### src/design/mad_pkg.sv
// Shared types, constants and the divide-by-window helper for the moving
// average detrend block. No dependencies; used by every design file.
package mad_pkg;

    // Fixed configuration of the filter.
    localparam int SAMPLE_BITS = 16;
    localparam int HALF_WINDOW = 3;
    localparam int WINDOW_LEN  = 2 * HALF_WINDOW + 1;
    localparam int OUT_BITS    = SAMPLE_BITS + 1;

    // A window sum needs room for WINDOW_LEN full-scale samples.
    localparam int SUM_BITS    = SAMPLE_BITS + $clog2(WINDOW_LEN);
    localparam int MAG_BITS    = SUM_BITS - 1;

    // Fill count saturates at HALF_WINDOW + 1; flush counter runs HALF_WINDOW..0.
    localparam int FILL_BITS   = $clog2(HALF_WINDOW + 2);
    localparam int FLUSH_BITS  = $clog2(HALF_WINDOW + 1);

    // Reciprocal of the window length, rounded up, for an exact floor divide
    // of any magnitude below 2**MAG_BITS.
    localparam int RECIP_SHIFT = MAG_BITS + 3;
    localparam longint RECIP   = ((64'd1 << RECIP_SHIFT) + WINDOW_LEN - 1) / WINDOW_LEN;
    localparam int PROD_BITS   = MAG_BITS + RECIP_SHIFT;

    typedef logic signed [SAMPLE_BITS-1:0] t_sample;
    typedef logic signed [SUM_BITS-1:0]    t_sum;
    typedef logic signed [OUT_BITS-1:0]    t_value;

    // One pending result: the centre sample and the window sum around it.
    typedef struct packed {
        logic    valid;
        logic    last;
        t_sample center;
        t_sum    sum;
    } t_pend;

    // Window sum divided by the window length, rounded toward zero.
    function automatic t_value div_trunc(input t_sum sum);
        logic [MAG_BITS-1:0]    mag;
        logic [PROD_BITS-1:0]   prod;
        logic [SAMPLE_BITS-1:0] quo;
        t_value                 res;
        begin
            mag  = sum[SUM_BITS-1] ? MAG_BITS'(-sum) : MAG_BITS'(sum);
            prod = PROD_BITS'(mag) * PROD_BITS'(RECIP);
            quo  = prod[RECIP_SHIFT +: SAMPLE_BITS];
            res  = t_value'({1'b0, quo});
            if (sum[SUM_BITS-1]) begin
                res = -res;
            end
            return res;
        end
    endfunction

endpackage

### src/design/mad_out_stage.sv
// Result stage of the moving average detrend block: divides the window sum,
// subtracts it from the centre sample and holds the result beat. Uses mad_pkg.
module mad_out_stage import mad_pkg::*; (
    input  logic   i_clk,
    input  logic   i_rst_n,
    input  t_pend  i_pend,
    output logic   o_take,
    output logic   o_out_valid,
    input  logic   i_out_ready,
    output t_value o_value,
    output logic   o_last
);

    logic   r_valid;
    t_value r_value;
    logic   r_last;
    t_value w_quo;
    t_value w_center;

    // Load a pending result whenever the register is empty or being drained.
    assign o_take   = i_pend.valid && (!r_valid || i_out_ready);

    // Centre sample minus the truncated window mean; the true result fits.
    assign w_quo    = div_trunc(i_pend.sum);
    assign w_center = t_value'(i_pend.center);

    always_ff @(posedge i_clk) begin
        if (!i_rst_n) begin
            r_valid <= 1'b0;
        end else if (o_take) begin
            r_valid <= 1'b1;
        end else if (i_out_ready) begin
            r_valid <= 1'b0;
        end
    end

    // Payload needs no reset.
    always_ff @(posedge i_clk) begin
        if (o_take) begin
            r_value <= w_center - w_quo;
            r_last  <= i_pend.last;
        end
    end

    assign o_out_valid = r_valid;
    assign o_value     = r_value;
    assign o_last      = r_last;

endmodule

### src/design/moving_average_detrend.sv
// Moving average detrend: each output beat is a sample minus the sum of the
// seven samples centred on it (clipped to the frame) divided by seven, rounded
// toward zero. Outside a flush, one sample beat is taken per clock while
// results drain. Output for a position is held in the pending slot once three
// later samples have arrived, then passes through the result register. A beat
// with frame_end set is followed by a flush in which no input is taken: the
// window line shifts in zeros to flush the remaining positions, giving one to
// four results for that beat, the last one flagged. The window line and fill
// count return to zero after the flush. Uses mad_pkg and mad_out_stage.
module moving_average_detrend import mad_pkg::*; (
    input  logic    i_clk,
    input  logic    i_rst_n,
    input  logic    i_in_valid,
    output logic    o_in_ready,
    input  t_sample i_sample,
    input  logic    i_frame_end,
    output logic    o_out_valid,
    input  logic    i_out_ready,
    output t_value  o_value,
    output logic    o_last
);

    t_sample                r_window [WINDOW_LEN];
    t_sample                n_window [WINDOW_LEN];
    t_sample                p_window [WINDOW_LEN];
    t_sum                   r_sum;
    t_sum                   n_sum;
    t_sum                   p_sum;
    logic [FILL_BITS-1:0]   r_fill;
    logic [FILL_BITS-1:0]   n_fill;
    logic [FILL_BITS-1:0]   w_fill_inc;
    logic [FLUSH_BITS-1:0]  r_flush;
    logic [FLUSH_BITS-1:0]  n_flush;
    t_pend                  r_pend;
    t_pend                  n_pend;
    t_sample                w_push_val;
    logic                   w_take;
    logic                   w_step_ok;
    logic                   w_accept;
    logic                   w_flush_step;

    // The pending slot can advance when empty or when the result stage takes it.
    assign w_step_ok    = !r_pend.valid || w_take;
    assign o_in_ready   = (r_flush == '0) && w_step_ok;
    assign w_accept     = i_in_valid && o_in_ready;
    assign w_flush_step = (r_flush != '0) && w_step_ok;
    assign w_push_val   = w_accept ? i_sample : '0;

    // Window line after one shift, with the running sum kept alongside.
    always_comb begin
        p_window[0] = w_push_val;
        for (int i = 1; i < WINDOW_LEN; i++) begin
            p_window[i] = r_window[i-1];
        end
        p_sum = r_sum - t_sum'(r_window[WINDOW_LEN-1]) + t_sum'(w_push_val);
    end

    assign w_fill_inc = (r_fill == FILL_BITS'(HALF_WINDOW + 1)) ? r_fill
                                                                : r_fill + 1'b1;

    // Next state for sample beats and flush steps.
    always_comb begin
        n_window = r_window;
        n_sum    = r_sum;
        n_fill   = r_fill;
        n_flush  = r_flush;
        n_pend   = r_pend;
        if (w_take) begin
            n_pend.valid = 1'b0;
        end
        if (w_accept) begin
            n_window      = p_window;
            n_sum         = p_sum;
            n_fill        = w_fill_inc;
            n_pend.valid  = (w_fill_inc > FILL_BITS'(HALF_WINDOW));
            n_pend.last   = 1'b0;
            n_pend.center = p_window[HALF_WINDOW];
            n_pend.sum    = p_sum;
            if (i_frame_end) begin
                n_flush = FLUSH_BITS'(HALF_WINDOW);
            end
        end else if (w_flush_step) begin
            // A flush step covers a position inside the frame only when enough
            // samples of the frame were seen.
            n_window      = p_window;
            n_sum         = p_sum;
            n_pend.valid  = (r_fill >= FILL_BITS'(r_flush));
            n_pend.last   = (r_flush == FLUSH_BITS'(1));
            n_pend.center = p_window[HALF_WINDOW];
            n_pend.sum    = p_sum;
            n_flush       = r_flush - 1'b1;
            if (r_flush == FLUSH_BITS'(1)) begin
                n_window = '{default: '0};
                n_sum    = '0;
                n_fill   = '0;
            end
        end
    end

    always_ff @(posedge i_clk) begin
        if (!i_rst_n) begin
            r_window <= '{default: '0};
            r_sum    <= '0;
            r_fill   <= '0;
            r_flush  <= '0;
            r_pend   <= '0;
        end else begin
            r_window <= n_window;
            r_sum    <= n_sum;
            r_fill   <= n_fill;
            r_flush  <= n_flush;
            r_pend   <= n_pend;
        end
    end

    // Divide, subtract and hold the result beat.
    mad_out_stage u_out (
        .i_clk       (i_clk),
        .i_rst_n     (i_rst_n),
        .i_pend      (r_pend),
        .o_take      (w_take),
        .o_out_valid (o_out_valid),
        .i_out_ready (i_out_ready),
        .o_value     (o_value),
        .o_last      (o_last)
    );

endmodule

### config.mk
export PLATFORM = sky130hd
export DESIGN_NAME = moving_average_detrend
export DESIGN_NICKNAME = d
export VERILOG_FILES = /design/src/design/mad_pkg.sv /design/src/design/mad_out_stage.sv /design/src/design/moving_average_detrend.sv
export SDC_FILE = /design/constraint.sdc
export NUM_CORES = 1
export LEC_CHECK = 0
export ABC_CLOCK_PERIOD_IN_PS = 9950
export BUFFER_PORTS_ARGS = -buffer_cell sky130_fd_sc_hd__buf_2
export CORE_MARGIN = 5
export CORE_UTILIZATION = 60
export DETAILED_ROUTE_END_ITERATION = 10
export PLACE_DENSITY = 0.77
export SETUP_SLACK_MARGIN = 0.3
export SLEW_MARGIN = 40
export SYNTH_ARGS = -nofsm -noshare
export SYNTH_HDL_FRONTEND = slang
export SYNTH_HIERARCHICAL = 1
export SYNTH_SLANG_ARGS = --single-unit
export TNS_END_PERCENT = 10
### constraint.sdc
create_clock -name i_clk -period 9.95 [get_ports i_clk]
set_input_delay 0.4975 -clock i_clk [delete_from_list [all_inputs] [get_ports i_clk]]
set_output_delay 0.4975 -clock i_clk [all_outputs]
set_load 0.02 [all_outputs]
==> results of run 1 <==
## through the flow
stage                     utilization  cell area, um^2  worst slack, ps
after floorplan                     -            13680             1221
after global placement         0.6221            14040            589.5
after detailed placement       0.6225            14050            304.5
after CTS                      0.6529            14740            403.7
after global routing           0.6667            15050            274.8
final                          0.6667            15050            724.0
## layer usage
layer  track usage  up-vias
met1        0.3215     5123
met4       0.08647        0
li1              -     5324
met5             0        -
met2        0.4041      241
met3       0.03445       50
## cell usage after synthesis (4+ instances only)
master    count
xnor2_1      56
a211oi_1      5
or3_1         9
o31ai_1      20
o21ai_1       5
o211a_1       4
ha_1        172
xor2_1       31
buf_2         4
nor2_1      163
o211ai_1      7
a21o_1        8
edfxtp_1     18
fa_1         73
nand2b_1      8
nand2_1     138
and2_1       11
a21oi_1     102
clkbuf_1     60
nand3_1      20
inv_1       183
o21a_1       11
o21ai_0      33
dfxtp_1     174
nand4_1       8
a22oi_1     105
nor2b_1      12
nor3_1       15
or2_2         4
o41ai_1       4
a31oi_1       5
or4_1         6
## critical path, delay by kind of cell (launching register included)
family | cells | cell delay, ps
buffers and inverters | 4 | 350
adders and majority gates | 7 | 2990
AOI/OAI and AO/OA | 13 | 2740
xor gates and xnor gates | 4 | 800
and+or+nand+nor | 6 | 1740
DFF | 1 | 370
## cell type report
type	count	area (um^2)	share of cell area
multi-input cells	1102	8929	0.5933
flip-flops and latches	192	4024	0.2674
inverters	183	689.4	0.04581
clock buffers	17	425.4	0.02827
repair buffers	64	391.6	0.02602
well taps	285	356.6	0.02370
clock inverters	15	232.7	0.01547
## final timing paths
check                             startpoint                end  slack, ps  cells after the start
worst max-delay path               r_pend[0]  u_out/o_value[16]        720                     34
worst min-delay path            i_sample[10]       p_window[90]        370                      3
worst max register to register     r_pend[0]  u_out/o_value[16]        720                     34
worst min register to register    r_pend[35]       u_out/o_last        440                      0
## kinds of logic (layout without fill, tap and decap cells)
kind of cell | count (synthesis) | count (layout) | synth area share
simple gates | 411 | 411 | 0.1328
compound gates | 353 | 353 | 0.1773
buf+inv | 250 | 279 | 0.06926
fa+ha+maj | 245 | 245 | 0.2642
flops | 192 | 192 | 0.2942
xor+xnor | 90 | 90 | 0.05983
mux | 3 | 3 | 0.002287
## state kept, by name, summed over array words and instances, names as in the netlist
signal             cells
p_window              96
r_pend                37
r_sum                 19
u_out/o_value         17
r_window              16
r_fill                 3
r_flush                2
u_out/o_last           1
u_out/o_out_valid      1
## timing repair
action,CTS,global route
endpoints found under the hold margin,0,0
pin swaps,1,14
buffers inserted,2,16
gates resized for setup,2,41
setup endpoints to repair,1,3
hold buffers,0,0
==> impl_metrics.env, run 1 <==
export IMPL_slowest_stage="or4_4"
export IMPL_routedWlPerCell_um=16.82
export IMPL_clock_sinks=192
export IMPL_dieWidth_um=161.0
export IMPL_grt_max_degree=104
export IMPL_drt_vias_per_instance=5.779
export IMPL_die_h_um=161.0
export IMPL_cpPeakStageDelay_ps=550
export IMPL_async_flop_share=0
export IMPL_finalMaxSlewViolations=0
export IMPL_cts_tree="yes"
export IMPL_critPathArrivalTime_ps=9420
export IMPL_syn2layout_area_growth_pct=10.04
export IMPL_final_common_cell="inv_1"
export IMPL_portBuffers=40
export IMPL_drv_cap=0
export IMPL_syn_area_per_cell_um2=8.857
export IMPL_routed_top_layer="met4"
export IMPL_io_pins=41
export IMPL_status="complete, no violations"
export IMPL_grt_pass1_vias=10240
export IMPL_synth_seq_cells=192
export IMPL_placementRows=55
export IMPL_syn_num_nets=1810
export IMPL_path_clk_slew_ps=90
export IMPL_diodes=0
export IMPL_synthDistinctLibCells=80
export IMPL_cts_made_buffers=17
export IMPL_start_kind="flip-flop"
export IMPL_cts_htree_levels=4
export IMPL_design_die_area_um2=25910
export IMPL_ys_flop_type="dfxtp_1"
export IMPL_yosysTopAreaCellShare=0.2547
export IMPL_drtIter0Drc=784
export IMPL_routed_wl_mm=31.25
export IMPL_yosysSeqAreaShare=0.2942
export IMPL_rsz0062_at_grt="false"
export IMPL_cpMostUsedCell="ha_1"
export IMPL_place_gp_congestion=0.9009
export IMPL_synth_cells=1544
export IMPL_syn_area_um2=13680
export IMPL_grt_pass1_wl_mm=50.87
export IMPL_wl_met2_mm=14.93
export IMPL_max_freq_mhz=108.4
export IMPL_synth_edff_count=18
export IMPL_hold_class="primary input to flip-flop"
export IMPL_synthTopCellsByArea="dfxtp_1 25%, ha_1 16%, fa_1 11%"
export IMPL_period_needed_ps=9226
export IMPL_mostFrequentLayoutCells="181 x inv_1, 174 x dfxtp_1, 168 x ha_1"
export IMPL_post_route_period_util=0.9272
export IMPL_insertion_delay_ps=450
export IMPL_cp_max_fo=11
export IMPL_yosysTopAreaCell="dfxtp_1"
export IMPL_fin_hold_ws_ps=372.6
export IMPL_end_kind="flip-flop"
export IMPL_fill_cells=1832
export IMPL_critPathKind="flip-flop to flip-flop"
export IMPL_setup_tns_ps=0
export IMPL_dp_hpwl_mm=23.54
export IMPL_antenna_found_initial=0
export IMPL_dp_cells=1808
export IMPL_yosysWarningCount=6
export IMPL_routed_via_count=10740
export IMPL_drive_above_1_share=0.09981
export IMPL_hold_viol=0
export IMPL_m1WireLength_mm=13.95
export IMPL_drc=0
export IMPL_clock_skew_ps=19.89
export IMPL_cts_buffer_depth=2
export IMPL_overflow=0
export IMPL_start_util=0.6059
export IMPL_finalNonFillerCells=1858
export IMPL_grt_use_total=0.2413
export IMPL_setup_viol=0
export IMPL_worstPathRequired_ps=10140
export IMPL_core_area_um2=22570
export IMPL_wl_met3_mm=1.444
export IMPL_drt_first_pass_iters=7
export IMPL_timing_slew_headroom=0.4822
export IMPL_root_buffer="clkbuf_16"
export IMPL_final_nets=1826
export IMPL_ant_nets=0
export IMPL_worstMarginPinSlew_ps=776.7
Power of run 1 is left out: the tool's default activity adds up to more than one toggle a clock period on the data nets, which glitch-free logic cannot reach.
==> inputs of run 2 (changes only) <==
--- a/config.mk
+++ b/config.mk
@@ -10,7 +10,8 @@
 export CORE_MARGIN = 5
 export CORE_UTILIZATION = 60
 export DETAILED_ROUTE_END_ITERATION = 10
-export PLACE_DENSITY = 0.77
+export PLACE_DENSITY = 0.83
+export RECOVER_POWER = 25
 export SETUP_SLACK_MARGIN = 0.3
 export SLEW_MARGIN = 40
 export SYNTH_ARGS = -nofsm -noshare
==> impl_metrics.env, run 2 (synthesis results as in run 1) <==
export IMPL_status="finished, violations left"
export IMPL_violations="max-capacitance violations, max-slew violations"
export IMPL_clock_sinks=192
export IMPL_cts_tree="yes"
export IMPL_drtIter0Drc=802
export IMPL_syn2layout_area_growth_pct=9.332
export IMPL_drt_vias_per_instance=5.898
export IMPL_cts_buffer_depth=2
export IMPL_cts_hold_buf=0
export IMPL_drc=0
export IMPL_finalMaxSlewViolations=117
export IMPL_dp_hpwl_mm=23.69
export IMPL_mostFrequentLayoutCells="181 x inv_1, 174 x dfxtp_1, 170 x ha_1"
export IMPL_clock_skew_ps=19.15
export IMPL_grt_pass1_wl_mm=52.16
export IMPL_max_freq_mhz=106.8
export IMPL_grt_max_degree=108
export IMPL_dieWidth_um=161.0
export IMPL_worstPathRequired_ps=10150
export IMPL_post_route_period_util=0.9410
export IMPL_met3_usage=0.03776
export IMPL_drv_cap=2
export IMPL_critPathKind="flip-flop to flip-flop"
export IMPL_grt_use_total=0.2470
export IMPL_core_area_um2=22570
export IMPL_end_kind="flip-flop"
export IMPL_final_nets=1822
export IMPL_setup_tns_ps=0
export IMPL_period_needed_ps=9363
export IMPL_largest_reg_flops=96
export IMPL_cpPeakStageDelay_ps=550
export IMPL_slowest_stage="fa_1"
export IMPL_path_clk_slew_ps=90
export IMPL_cts_htree_levels=4
export IMPL_die_h_um=161.0
export IMPL_fin_util=0.6624
export IMPL_final_common_cell="inv_1"
export IMPL_start_util=0.6059
export IMPL_design_die_area_um2=25910
export IMPL_io_pins=41
export IMPL_antenna_found_initial=0
export IMPL_rsz0062_at_grt="false"
export IMPL_routed_via_count=10930
export IMPL_drt_first_pass_iters=7
export IMPL_worstMarginPinSlew_ps=2720
export IMPL_cp_max_fo=11
export IMPL_diodes=0
export IMPL_start_kind="flip-flop"
export IMPL_routedWlPerCell_um=17.44
export IMPL_setup_viol=0
export IMPL_busiest_layer="met2"
export IMPL_ant_nets=0
export IMPL_overflow=0
export IMPL_timing_slew_headroom=-0.8131
export IMPL_routed_wl_mm=32.34
export IMPL_grt_pass1_vias=10630
export IMPL_met2_usage=0.4150
export IMPL_root_buffer="clkbuf_16"
export IMPL_placementRows=55
export IMPL_hold_viol=0
export IMPL_portBuffers=40
export IMPL_drive_above_1_share=0.07967
export IMPL_met1_usage=0.3293
export IMPL_cts_made_buffers=17
export IMPL_insertion_delay_ps=460
export IMPL_place_gp_congestion=0.9067
export IMPL_hold_class="primary input to flip-flop"
export IMPL_critPathArrivalTime_ps=9570
==> run 2: what timing repair did <==
item	CTS	global route
setup endpoints to repair	1	4
pin swaps	0	15
setup buffers	0	12
gates resized for setup	1	35
==> run 2: area by class of cell <==
| class | instances | area, um^2 |
|---|---|---|
| multi-input combinational | 1102 | 8884 |
| fill | 1768 | 7620 |
| tap | 285 | 356.6 |
| timing repair buffer | 60 | 326.6 |
| clock inverter | 15 | 246.5 |
| sequential | 192 | 4024 |
| inverter | 183 | 689.4 |
| clock buffer | 17 | 425.4 |
==> run 2: routing by layer <==
metal	vias up	share of wire	wire length, um
li1	5321	-	-
met4	0	0.025	818
met5	-	0	0
met2	313	0.48	15410
met3	60	0.045	1449
met1	5240	0.45	14660
==> run 2: final timing paths <==
path	start	to	slack [ps]	cells past startpoint
setup / recovery	r_pend[0]	u_out/o_value[16]	590	34
hold / removal	i_sample[0]	p_window[80]	360	3
setup reg to reg	r_pend[0]	u_out/o_value[16]	590	34
hold reg to reg	r_pend[35]	u_out/o_last	440	0
==> run 2: critical path: cells and delay by family (launching register included) <==
kind	cells	cell delay, ps
AOI/OAI and AO/OA	11	2860
xor gates and xnor gates	3	660
adders and majority gates	7	2980
buffers and inverters	3	190
DFF	1	380
and+or+nand+nor	10	2040
==> run 2: stage by stage <==
stage	cells	setup slack [ps]	hold slack, ps	area (um^2)
finish	1854	586.6	364.0	14950
detailed placement	1810	328.3	423.6	14060
floorplan	1544	1221	408.1	13680
global placement	1810	499.5	412.6	14060
CTS	1842	337.2	357.9	14740
global route	1854	195.9	365.5	14950
Power of run 2 is left out for the same reason.
